[src/rtl/dpr_pkg.sv]
package dpr_pkg;

    // Field widths fixed by the interface
    localparam int PW_W  = 12;
    localparam int CMD_W = 13;

    typedef logic [PW_W-1:0]         pw_t;
    typedef logic signed [CMD_W-1:0] cmd_t;

    // Width commanded by a zero command
    localparam pw_t STOP_WIDTH = 12'd1500;

    // Configuration register indexes
    typedef enum logic [2:0] {
        REG_FWD_ONE_LOW  = 3'd0,
        REG_FWD_ONE_HIGH = 3'd1,
        REG_REV_ONE_LOW  = 3'd2,
        REG_REV_ONE_HIGH = 3'd3,
        REG_FWD_TWO_LOW  = 3'd4,
        REG_FWD_TWO_HIGH = 3'd5,
        REG_REV_TWO_LOW  = 3'd6,
        REG_REV_TWO_HIGH = 3'd7
    } reg_idx_t;

    // Calibration reset values
    localparam pw_t FWD_ONE_LOW_RST  = 12'd1606;
    localparam pw_t FWD_ONE_HIGH_RST = 12'd1942;
    localparam pw_t REV_ONE_LOW_RST  = 12'd1063;
    localparam pw_t REV_ONE_HIGH_RST = 12'd1399;
    localparam pw_t FWD_TWO_LOW_RST  = 12'd1615;
    localparam pw_t FWD_TWO_HIGH_RST = 12'd1951;
    localparam pw_t REV_TWO_LOW_RST  = 12'd1055;
    localparam pw_t REV_TWO_HIGH_RST = 12'd1391;

    // Calibration spans of one channel
    typedef struct packed {
        pw_t fwd_low;
        pw_t fwd_high;
        pw_t rev_low;
        pw_t rev_high;
    } span_t;

endpackage

[src/rtl/dpr_if.sv]
interface dpr_tick_if;
    import dpr_pkg::*;

    logic valid;
    logic ready;
    cmd_t command_one;
    cmd_t command_two;
    logic update_one;
    logic update_two;

    modport source (output valid, output command_one, output command_two,
                    output update_one, output update_two, input ready);
    modport sink   (input valid, input command_one, input command_two,
                    input update_one, input update_two, output ready);
endinterface

interface dpr_result_if;
    import dpr_pkg::*;

    logic valid;
    logic ready;
    pw_t  pulse_one;
    pw_t  pulse_two;
    logic settled;

    modport source (output valid, output pulse_one, output pulse_two,
                    output settled, input ready);
    modport sink   (input valid, input pulse_one, input pulse_two,
                    input settled, output ready);
endinterface

[src/rtl/dual_esc_pulse_ramp_unit.sv]
// Two-channel thruster pulse ramp. Each tick transaction maps the signed
// command of every enabled channel onto its forward or reverse calibration
// span and moves the stored pulse width toward that target by
// ceil(gap / RATE_DIVISOR); a disabled channel holds. The block takes one
// tick per cycle while the result side does not stall, and passes it through
// an input register, a span multiply stage, a reciprocal divide stage and the
// output register, whose load closes the per-channel ramp loop (subtract,
// reciprocal multiply, add) combinationally. Calibration registers must be
// written through the cfg port while no tick is in flight; the block itself
// does not enforce this. No clearing pass is needed after reset.
module dual_esc_pulse_ramp_unit #(
    parameter int COMMAND_MAX  = 3200,
    parameter int RATE_DIVISOR = 20
) (
    input  logic              clk,
    input  logic              rst_n,
    dpr_tick_if.sink          tick,
    dpr_result_if.source      result,
    input  logic              cfg_we,
    input  dpr_pkg::reg_idx_t cfg_index,
    input  dpr_pkg::pw_t      cfg_data
);
    import dpr_pkg::*;

    span_t span_one;
    span_t span_two;
    pw_t   target_one;
    pw_t   target_two;
    logic  at_one;
    logic  at_two;

    // Stage valids and handshake
    logic v0_reg;
    logic v1_reg;
    logic v2_reg;
    logic v3_reg;
    logic rdy0;
    logic rdy1;
    logic rdy2;
    logic rdy3;
    logic ld0;
    logic ld1;
    logic ld2;
    logic ld3;

    // Payload carried beside the datapath
    cmd_t cmd_one_reg;
    cmd_t cmd_two_reg;
    logic upd_one0_reg;
    logic upd_two0_reg;
    logic upd_one1_reg;
    logic upd_two1_reg;
    logic upd_one2_reg;
    logic upd_two2_reg;
    logic settled_reg;

    // Each stage takes a transaction when empty or when its own moves on
    assign rdy3 = !v3_reg || result.ready;
    assign rdy2 = !v2_reg || rdy3;
    assign rdy1 = !v1_reg || rdy2;
    assign rdy0 = !v0_reg || rdy1;
    assign ld0  = tick.valid && rdy0;
    assign ld1  = v0_reg && rdy1;
    assign ld2  = v1_reg && rdy2;
    assign ld3  = v2_reg && rdy3;

    assign tick.ready = rdy0;

    always_ff @(posedge clk or negedge rst_n)
    begin
        if (!rst_n)
        begin
            v0_reg      <= 1'b0;
            v1_reg      <= 1'b0;
            v2_reg      <= 1'b0;
            v3_reg      <= 1'b0;
            settled_reg <= 1'b0;
        end
        else
        begin
            if (rdy0)
                v0_reg <= tick.valid;
            if (rdy1)
                v1_reg <= v0_reg;
            if (rdy2)
                v2_reg <= v1_reg;
            if (rdy3)
                v3_reg <= v2_reg;
            if (ld3)
                settled_reg <= at_one && at_two;
        end
    end

    // Capture the tick and pass the update flags along
    always_ff @(posedge clk)
    begin
        if (ld0)
        begin
            cmd_one_reg  <= tick.command_one;
            cmd_two_reg  <= tick.command_two;
            upd_one0_reg <= tick.update_one;
            upd_two0_reg <= tick.update_two;
        end
        if (ld1)
        begin
            upd_one1_reg <= upd_one0_reg;
            upd_two1_reg <= upd_two0_reg;
        end
        if (ld2)
        begin
            upd_one2_reg <= upd_one1_reg;
            upd_two2_reg <= upd_two1_reg;
        end
    end

    dpr_cfg_regs u_cfg (
        .clk       (clk),
        .rst_n     (rst_n),
        .cfg_we    (cfg_we),
        .cfg_index (cfg_index),
        .cfg_data  (cfg_data),
        .span_one  (span_one),
        .span_two  (span_two)
    );

    dpr_target #(.COMMAND_MAX(COMMAND_MAX)) u_target_one (
        .clk         (clk),
        .load_prod   (ld1),
        .load_target (ld2),
        .command     (cmd_one_reg),
        .span        (span_one),
        .target      (target_one)
    );

    dpr_target #(.COMMAND_MAX(COMMAND_MAX)) u_target_two (
        .clk         (clk),
        .load_prod   (ld1),
        .load_target (ld2),
        .command     (cmd_two_reg),
        .span        (span_two),
        .target      (target_two)
    );

    dpr_ramp #(.RATE_DIVISOR(RATE_DIVISOR)) u_ramp_one (
        .clk       (clk),
        .rst_n     (rst_n),
        .load      (ld3),
        .update    (upd_one2_reg),
        .target    (target_one),
        .width     (result.pulse_one),
        .at_target (at_one)
    );

    dpr_ramp #(.RATE_DIVISOR(RATE_DIVISOR)) u_ramp_two (
        .clk       (clk),
        .rst_n     (rst_n),
        .load      (ld3),
        .update    (upd_two2_reg),
        .target    (target_two),
        .width     (result.pulse_two),
        .at_target (at_two)
    );

    assign result.valid   = v3_reg;
    assign result.settled = settled_reg;

    // Widths move only when a result is loaded
    a_width_hold: assert property (@(posedge clk) disable iff (!rst_n)
        !ld3 |=> ($stable(result.pulse_one) && $stable(result.pulse_two)))
        else $error("pulse width changed without a result load");

    // A full pipeline with a stalled output refuses new ticks
    a_full_stall: assert property (@(posedge clk) disable iff (!rst_n)
        (v0_reg && v1_reg && v2_reg && v3_reg && !result.ready) |-> !tick.ready)
        else $error("tick accepted into a full stalled pipeline");

    // A tick that updates neither channel leaves both settled
    a_hold_settled: assert property (@(posedge clk) disable iff (!rst_n)
        (ld3 && !upd_one2_reg && !upd_two2_reg) |=> result.settled)
        else $error("hold tick not reported as settled");

endmodule

[src/rtl/dpr_cfg_regs.sv]
module dpr_cfg_regs (
    input  logic              clk,
    input  logic              rst_n,
    input  logic              cfg_we,
    input  dpr_pkg::reg_idx_t cfg_index,
    input  dpr_pkg::pw_t      cfg_data,
    output dpr_pkg::span_t    span_one,
    output dpr_pkg::span_t    span_two
);
    import dpr_pkg::*;

    span_t span_one_reg;
    span_t span_two_reg;

    // Write one calibration register per enabled cycle
    always_ff @(posedge clk or negedge rst_n)
    begin
        if (!rst_n)
        begin
            span_one_reg <= '{FWD_ONE_LOW_RST, FWD_ONE_HIGH_RST,
                              REV_ONE_LOW_RST, REV_ONE_HIGH_RST};
            span_two_reg <= '{FWD_TWO_LOW_RST, FWD_TWO_HIGH_RST,
                              REV_TWO_LOW_RST, REV_TWO_HIGH_RST};
        end
        else if (cfg_we)
        begin
            case (cfg_index)
                REG_FWD_ONE_LOW:  span_one_reg.fwd_low  <= cfg_data;
                REG_FWD_ONE_HIGH: span_one_reg.fwd_high <= cfg_data;
                REG_REV_ONE_LOW:  span_one_reg.rev_low  <= cfg_data;
                REG_REV_ONE_HIGH: span_one_reg.rev_high <= cfg_data;
                REG_FWD_TWO_LOW:  span_two_reg.fwd_low  <= cfg_data;
                REG_FWD_TWO_HIGH: span_two_reg.fwd_high <= cfg_data;
                REG_REV_TWO_LOW:  span_two_reg.rev_low  <= cfg_data;
                REG_REV_TWO_HIGH: span_two_reg.rev_high <= cfg_data;
                default:          ;
            endcase
        end
    end

    assign span_one = span_one_reg;
    assign span_two = span_two_reg;

endmodule

[src/rtl/dpr_target.sv]
module dpr_target #(
    parameter int COMMAND_MAX = 3200
) (
    input  logic           clk,
    input  logic           load_prod,
    input  logic           load_target,
    input  dpr_pkg::cmd_t  command,
    input  dpr_pkg::span_t span,
    output dpr_pkg::pw_t   target
);
    import dpr_pkg::*;

    // Map divisor and its exact reciprocal
    localparam int DIV   = COMMAND_MAX - 1;
    localparam int EXT_W = 17;
    localparam int OFF_W = (COMMAND_MAX > 2) ? $clog2(COMMAND_MAX) : 1;
    localparam int P_W   = OFF_W + PW_W;
    localparam int SH    = P_W + $clog2(DIV);
    localparam int M_W   = P_W + 1;
    localparam int Q_W   = P_W + M_W;
    localparam logic [63:0] M_FULL =
        ((64'd1 << SH) + 64'(DIV) - 64'd1) / 64'(DIV);
    localparam logic signed [EXT_W-1:0] CMAX = EXT_W'(COMMAND_MAX);

    logic signed [EXT_W-1:0] cmd_ext;
    logic signed [EXT_W-1:0] cmd_sat;
    logic signed [EXT_W-1:0] off_full;
    logic                    is_pos;
    logic                    is_zero;
    pw_t                     lo;
    pw_t                     hi;
    logic                    down;
    pw_t                     mag;
    logic [P_W-1:0]          prod;
    logic [Q_W-1:0]          quot_full;
    pw_t                     quot;

    logic [P_W-1:0] prod_reg;
    pw_t            lo_reg;
    logic           down_reg;
    logic           zero_reg;
    pw_t            target_reg;
    pw_t            target_next;

    // Saturate the command, pick the span and form offset times span
    always_comb
    begin
        cmd_ext = {{(EXT_W-CMD_W){command[CMD_W-1]}}, command};
        if (cmd_ext > CMAX)
            cmd_sat = CMAX;
        else if (cmd_ext < -CMAX)
            cmd_sat = -CMAX;
        else
            cmd_sat = cmd_ext;
        is_pos  = (cmd_sat > 0);
        is_zero = (cmd_sat == 0);
        lo       = is_pos ? span.fwd_low  : span.rev_low;
        hi       = is_pos ? span.fwd_high : span.rev_high;
        off_full = is_pos ? (cmd_sat - EXT_W'(1)) : (cmd_sat + CMAX);
        down     = (lo > hi);
        mag      = down ? (lo - hi) : (hi - lo);
        prod     = P_W'(off_full[OFF_W-1:0]) * P_W'(mag);
    end

    always_ff @(posedge clk)
    begin
        if (load_prod)
        begin
            prod_reg <= prod;
            lo_reg   <= lo;
            down_reg <= down;
            zero_reg <= is_zero;
        end
    end

    // Divide by reciprocal, truncate toward zero, offset from the span start
    always_comb
    begin
        quot_full = Q_W'(prod_reg) * Q_W'(M_FULL[M_W-1:0]);
        quot      = quot_full[SH +: PW_W];
        if (zero_reg)
            target_next = STOP_WIDTH;
        else if (down_reg)
            target_next = lo_reg - quot;
        else
            target_next = lo_reg + quot;
    end

    always_ff @(posedge clk)
    begin
        if (load_target)
            target_reg <= target_next;
    end

    assign target = target_reg;

endmodule

[src/rtl/dpr_ramp.sv]
module dpr_ramp #(
    parameter int RATE_DIVISOR = 20
) (
    input  logic         clk,
    input  logic         rst_n,
    input  logic         load,
    input  logic         update,
    input  dpr_pkg::pw_t target,
    output dpr_pkg::pw_t width,
    output logic         at_target
);
    import dpr_pkg::*;

    // Ceiling divide of the gap as an exact reciprocal multiply
    localparam int NUM_W = $clog2(4095 + RATE_DIVISOR);
    localparam int SH    = NUM_W + $clog2(RATE_DIVISOR);
    localparam int M_W   = NUM_W + 1;
    localparam int Q_W   = NUM_W + M_W;
    localparam logic [63:0] M_FULL =
        ((64'd1 << SH) + 64'(RATE_DIVISOR) - 64'd1) / 64'(RATE_DIVISOR);

    pw_t              width_reg;
    pw_t              width_next;
    pw_t              goal;
    logic             up;
    pw_t              gap;
    logic [NUM_W-1:0] num;
    logic [Q_W-1:0]   step_full;
    pw_t              step;

    // Step toward the goal, never past it
    always_comb
    begin
        goal      = update ? target : width_reg;
        up        = (goal > width_reg);
        gap       = up ? (goal - width_reg) : (width_reg - goal);
        num       = NUM_W'(gap) + NUM_W'(RATE_DIVISOR - 1);
        step_full = Q_W'(num) * Q_W'(M_FULL[M_W-1:0]);
        step      = PW_W'(step_full[Q_W-1:SH]);
        width_next = up ? (width_reg + step) : (width_reg - step);
        at_target  = (width_next == goal);
    end

    always_ff @(posedge clk or negedge rst_n)
    begin
        if (!rst_n)
            width_reg <= STOP_WIDTH;
        else if (load)
            width_reg <= width_next;
    end

    assign width = width_reg;

endmodule

[src/flat_wrapper.sv]
// flat-port wrapper written by rule: the top's interface ports become plain ports
module dual_esc_pulse_ramp_unit_flat import dpr_pkg::*;
#(
    parameter int COMMAND_MAX  = 3200,
    parameter int RATE_DIVISOR = 20
)
  (clk, rst_n, cfg_we, cfg_index, cfg_data, tick_valid, tick_command_one, tick_command_two, tick_update_one, tick_update_two, tick_ready, result_valid, result_pulse_one, result_pulse_two, result_settled, result_ready);
  dpr_tick_if tick_i ();
  dpr_result_if result_i ();
  input  logic clk;
  input  logic rst_n;
  input  logic cfg_we;
  input  dpr_pkg::reg_idx_t cfg_index;
  input  dpr_pkg::pw_t cfg_data;
  input wire logic [$bits(tick_i.valid)-1:0] tick_valid;
  input wire logic [$bits(tick_i.command_one)-1:0] tick_command_one;
  input wire logic [$bits(tick_i.command_two)-1:0] tick_command_two;
  input wire logic [$bits(tick_i.update_one)-1:0] tick_update_one;
  input wire logic [$bits(tick_i.update_two)-1:0] tick_update_two;
  output wire logic [$bits(tick_i.ready)-1:0] tick_ready;
  output wire logic [$bits(result_i.valid)-1:0] result_valid;
  output wire logic [$bits(result_i.pulse_one)-1:0] result_pulse_one;
  output wire logic [$bits(result_i.pulse_two)-1:0] result_pulse_two;
  output wire logic [$bits(result_i.settled)-1:0] result_settled;
  input wire logic [$bits(result_i.ready)-1:0] result_ready;
  assign tick_i.valid = tick_valid;
  assign tick_i.command_one = tick_command_one;
  assign tick_i.command_two = tick_command_two;
  assign tick_i.update_one = tick_update_one;
  assign tick_i.update_two = tick_update_two;
  assign tick_ready = tick_i.ready;
  assign result_valid = result_i.valid;
  assign result_pulse_one = result_i.pulse_one;
  assign result_pulse_two = result_i.pulse_two;
  assign result_settled = result_i.settled;
  assign result_i.ready = result_ready;
  dual_esc_pulse_ramp_unit #(.COMMAND_MAX(COMMAND_MAX), .RATE_DIVISOR(RATE_DIVISOR)) u_core (.clk(clk), .rst_n(rst_n), .tick(tick_i), .result(result_i), .cfg_we(cfg_we), .cfg_index(cfg_index), .cfg_data(cfg_data));
endmodule
[config.mk]
export PLATFORM = sky130hd
export DESIGN_NAME = dual_esc_pulse_ramp_unit_flat
export DESIGN_NICKNAME = d
export VERILOG_FILES = /design/src/rtl/dpr_pkg.sv /design/src/rtl/dpr_if.sv /design/src/rtl/dual_esc_pulse_ramp_unit.sv /design/src/rtl/dpr_cfg_regs.sv /design/src/rtl/dpr_target.sv /design/src/rtl/dpr_ramp.sv /design/src/flat_wrapper.sv
export SDC_FILE = /design/constraint.sdc
export NUM_CORES = 2
export LEC_CHECK = 0
export BUFFER_PORTS_ARGS = -buffer_cell sky130_fd_sc_hd__buf_2
export CORE_ASPECT_RATIO = 1.25
export CORE_MARGIN = 8
export CORE_UTILIZATION = 60
export DETAILED_ROUTE_END_ITERATION = 8
export GPL_TIMING_DRIVEN = 0
export PLACE_DENSITY_LB_ADDON = 0.3
export SYNTH_ARGS = -nofsm -noshare
export SYNTH_HDL_FRONTEND = slang
export SYNTH_HIERARCHICAL = 1
export SYNTH_SLANG_ARGS = --single-unit
[constraint.sdc]
create_clock -name clk -period 11.8 [get_ports clk]
set_clock_uncertainty 0.1 [all_clocks]
set_input_delay 1.18 -clock clk [delete_from_list [all_inputs] [get_ports clk]]
set_output_delay 1.18 -clock clk [all_outputs]
set_load 0.02 [all_outputs]
==> impl_metrics.ini <==
[critical_path]
slowest_stage = or4_4
r2r_start = u_core/cmd_one_reg[5]
start_kind = register
ff2ff_path_depth = 46
worst_r2r_endpoint = u_core/u_target_one/prod_reg[22]
worst-setup-path-type = reg -> reg
path_max_fanout = 10
path_common_cell = fa_1
worst_ep_required_time_ps = 12040
arrival_ps = 11610
endpoint_kind = register
regToRegSetupSlack_ps = 420
cp_slowest_stage_delay_ps = 580

[synth]
synth_nets = 7062
ys_ff_latch = 257
syn_area_um2 = 52190
yosysWarningCount = 6
synth_edf_count = 132
ys_types = 133
ys.flop_type = edfxtp_1
synth_area_leaders = fa_1 25%, ha_1 23%, inv_1 8.3%, edfxtp_1 7.6%, dfstp_2 3.5%
synth-async-reset-ratio_pct = 48.64
synthesis.instances = 5376
synth_top_cell_area_share_pct = 25.32
synth_top_area_cell = fa_1
ys_seq_area_share_pct = 13.75
synth.avg_cell_area_um2 = 9.708

[grt]
grt_pass1_vias = 39658
antenna_found_initial = 3
overflow = 0
grt_max_degree = 95
grt_usage_pct = 24.78
grt_pass1_wl_um = 196400

[floorplanning]
coreArea_um2 = 86600
start_util_pct = 60.27
die_y_um = 345.7
num_io_pins = 75
num_rows = 121
die_w_um = 279.8
dieArea_um2 = 96730

[sta]
slew_viol_final = 0
slew_headroom_pct = 46.78
layout_min_cycle_time_ps = 11380
setup_viol = 0
hold_viol = 0
tightestPinTransition_ps = 796.3
max_freq_mhz = 87.89
hold_ws_ps = 329.7
fin_crit_sh_pct = 96.42

[clocking]
cts_tree = done
cts.sinks = 257
htree_levels = 1
clk_latency_ps = 610
clk_pin_slew_ps = 70
cts_inserted_buffers = 26
clockBufferDepth = 3
root_buffer = clkbuf_16

[outcome]
status = complete, no violations

[min_path]
min_path_type = reg -> reg
hp-start = u_core/upd_two1_reg
whs_endpoint = u_core/upd_two2_reg
whs_path_depth = 0

[drt]
vias = 37205
drc = 0
via_per_inst = 5.549
routedWlPerCell_um = 17.77
totalWireLength_um = 119100
drt-pass1-iter-count = 5
drt_iter0_drc = 1739
drtAntennaViolNets = 0

[layout]
nFillCells = 7133
post-route-util_pct = 64.85
antenna_cells = 0
drive_gt1_share_pct = 11.18
nNetsFinal = 7203
area_growth_pct = 7.612

[job]
cap_violations = 0

[placed_design]
routabilityCongestion = 0.9524
place_hpwl_um = 100900
port_buffers = 74
## Yosys cell counts, types with 11 or more instances
cell,n
a211oi_1,18
a21o_1,66
a21oi_1,193
a31oi_1,25
and2_1,72
and3_1,27
buf_2,22
buf_4,13
buf_6,11
clkbuf_1,54
dfrtp_1,56
dfstp_2,69
edfxtp_1,132
fa_1,660
ha_1,978
inv_1,1156
mux2_2,99
mux2i_1,75
nand2_1,378
nand2b_1,68
nand3_1,68
nand4_1,27
nor2_1,203
nor2b_1,50
nor3_1,43
o211ai_1,29
o21a_1,36
o21ai_0,126
o21ai_1,24
o21bai_1,17
o31ai_1,14
or2_2,18
or3_1,22
xnor2_1,175
xor2_1,80
## repair_timing
item                                    CTS  global route
gates resized for setup                  80           118
endpoints found under the setup margin   26            21
buffers inserted                         15            26
hold buffers                              0             0
pin swaps                                 6            14
## final cells by class
class	count	area, µm²	area share, %
clock inverter	12	115.1	0.2050
buffer	97	671.9	1.196
inverter	1157	4343	7.733
timing repair buffer	120	787.0	1.401
clock buffer	36	760.7	1.355
sequential	257	7178	12.78
multi-input combinational	3858	40850	72.73
tap	1168	1461	2.602
## metal layers
layer  vias up  global-route usage, %  wire length (µm)
li1      17824                      -                 -
met2       868                  44.26             59890
met3       269                  2.442              4794
met5         -                      0                13
met4         2                  9.937              5457
met1     18242                  30.44             48980
## stage by stage
| step | TNS (ps) | std cells | setup WS [ps] | area, µm² |
|---|---|---|---|---|
| 6_report | 0 | 6705 | 422.1 | 56160 |
| 5_1_grt | -193.6 | 6705 | -61.08 | 56160 |
| 4_1_cts | 0 | 6685 | 8.878 | 55460 |
| 3_5_place_dp | -16390 | 6623 | -1689 | 54150 |
| 3_3_place_gp | -13100 | 6618 | -1508 | 54020 |
| 2_1_floorplan | 0 | 5376 | 418.0 | 52190 |
## cell usage in the layout, fill, tap and decap left out, drive strengths merged, types with 23 or more instances in the layout
cell	synthesis	final
buf	49	173
nand4	33	33
xnor2	186	186
o211ai	30	30
or2	27	27
mux2	105	105
o21a	37	37
nand2	380	380
nor3	46	46
o21ai	156	156
nand3	71	71
xor2	84	84
nor2b	50	50
a21o	68	68
ha	978	978
dfrtp	56	56
clkbuf	55	80
inv	1157	1162
and3	32	32
edfxtp	132	132
and2	74	74
a21oi	198	198
mux2i	75	75
fa	660	660
a31oi	28	28
nand2b	70	70
dfstp	69	69
or3	23	23
nor2	206	206
## cells by family after synthesis
| kind of cell | Yosys count | share of synthesized area [%] |
|---|---|---|
| xor+xnor | 271 | 4.833 |
| compound gates | 702 | 9.151 |
| fa+ha+maj | 1638 | 48.76 |
| simple gates | 1067 | 10.38 |
| mux | 180 | 3.747 |
| buf+inv | 1261 | 9.376 |
| flops | 257 | 13.75 |
## worst max-delay path, delay by kind of cell (launching register included)
kind / cells / cell delay [ps]
adders and majority gates: 9 / 3760
AOI/OAI and AO/OA: 16 / 3350
and+or+nand+nor: 10 / 2040
buffers and inverters: 9 / 1260
DFF: 1 / 420
muxes: 1 / 90
xor gates and xnor gates: 1 / 80
## worst max path at each step
stage	start	to	slack (ps)	cells after the start
2_1_floorplan	u_core/cmd_one_reg[5]	u_core/u_target_one/prod_reg[23]	420	48
3_3_place_gp	u_core/cmd_one_reg[5]	u_core/u_target_one/prod_reg[23]	-1510	50
3_5_place_dp	u_core/cmd_one_reg[5]	u_core/u_target_one/prod_reg[23]	-1690	49
4_1_cts	u_core/cmd_two_reg[4]	u_core/u_target_two/prod_reg[22]	9	45
5_1_grt	u_core/cmd_two_reg[5]	u_core/u_target_two/prod_reg[22]	-60	46
6_report	u_core/cmd_one_reg[5]	u_core/u_target_one/prod_reg[22]	420	46
Power is left out: the tool's default activity adds up to more than one toggle a clock period on the data nets, which glitch-free logic cannot reach.
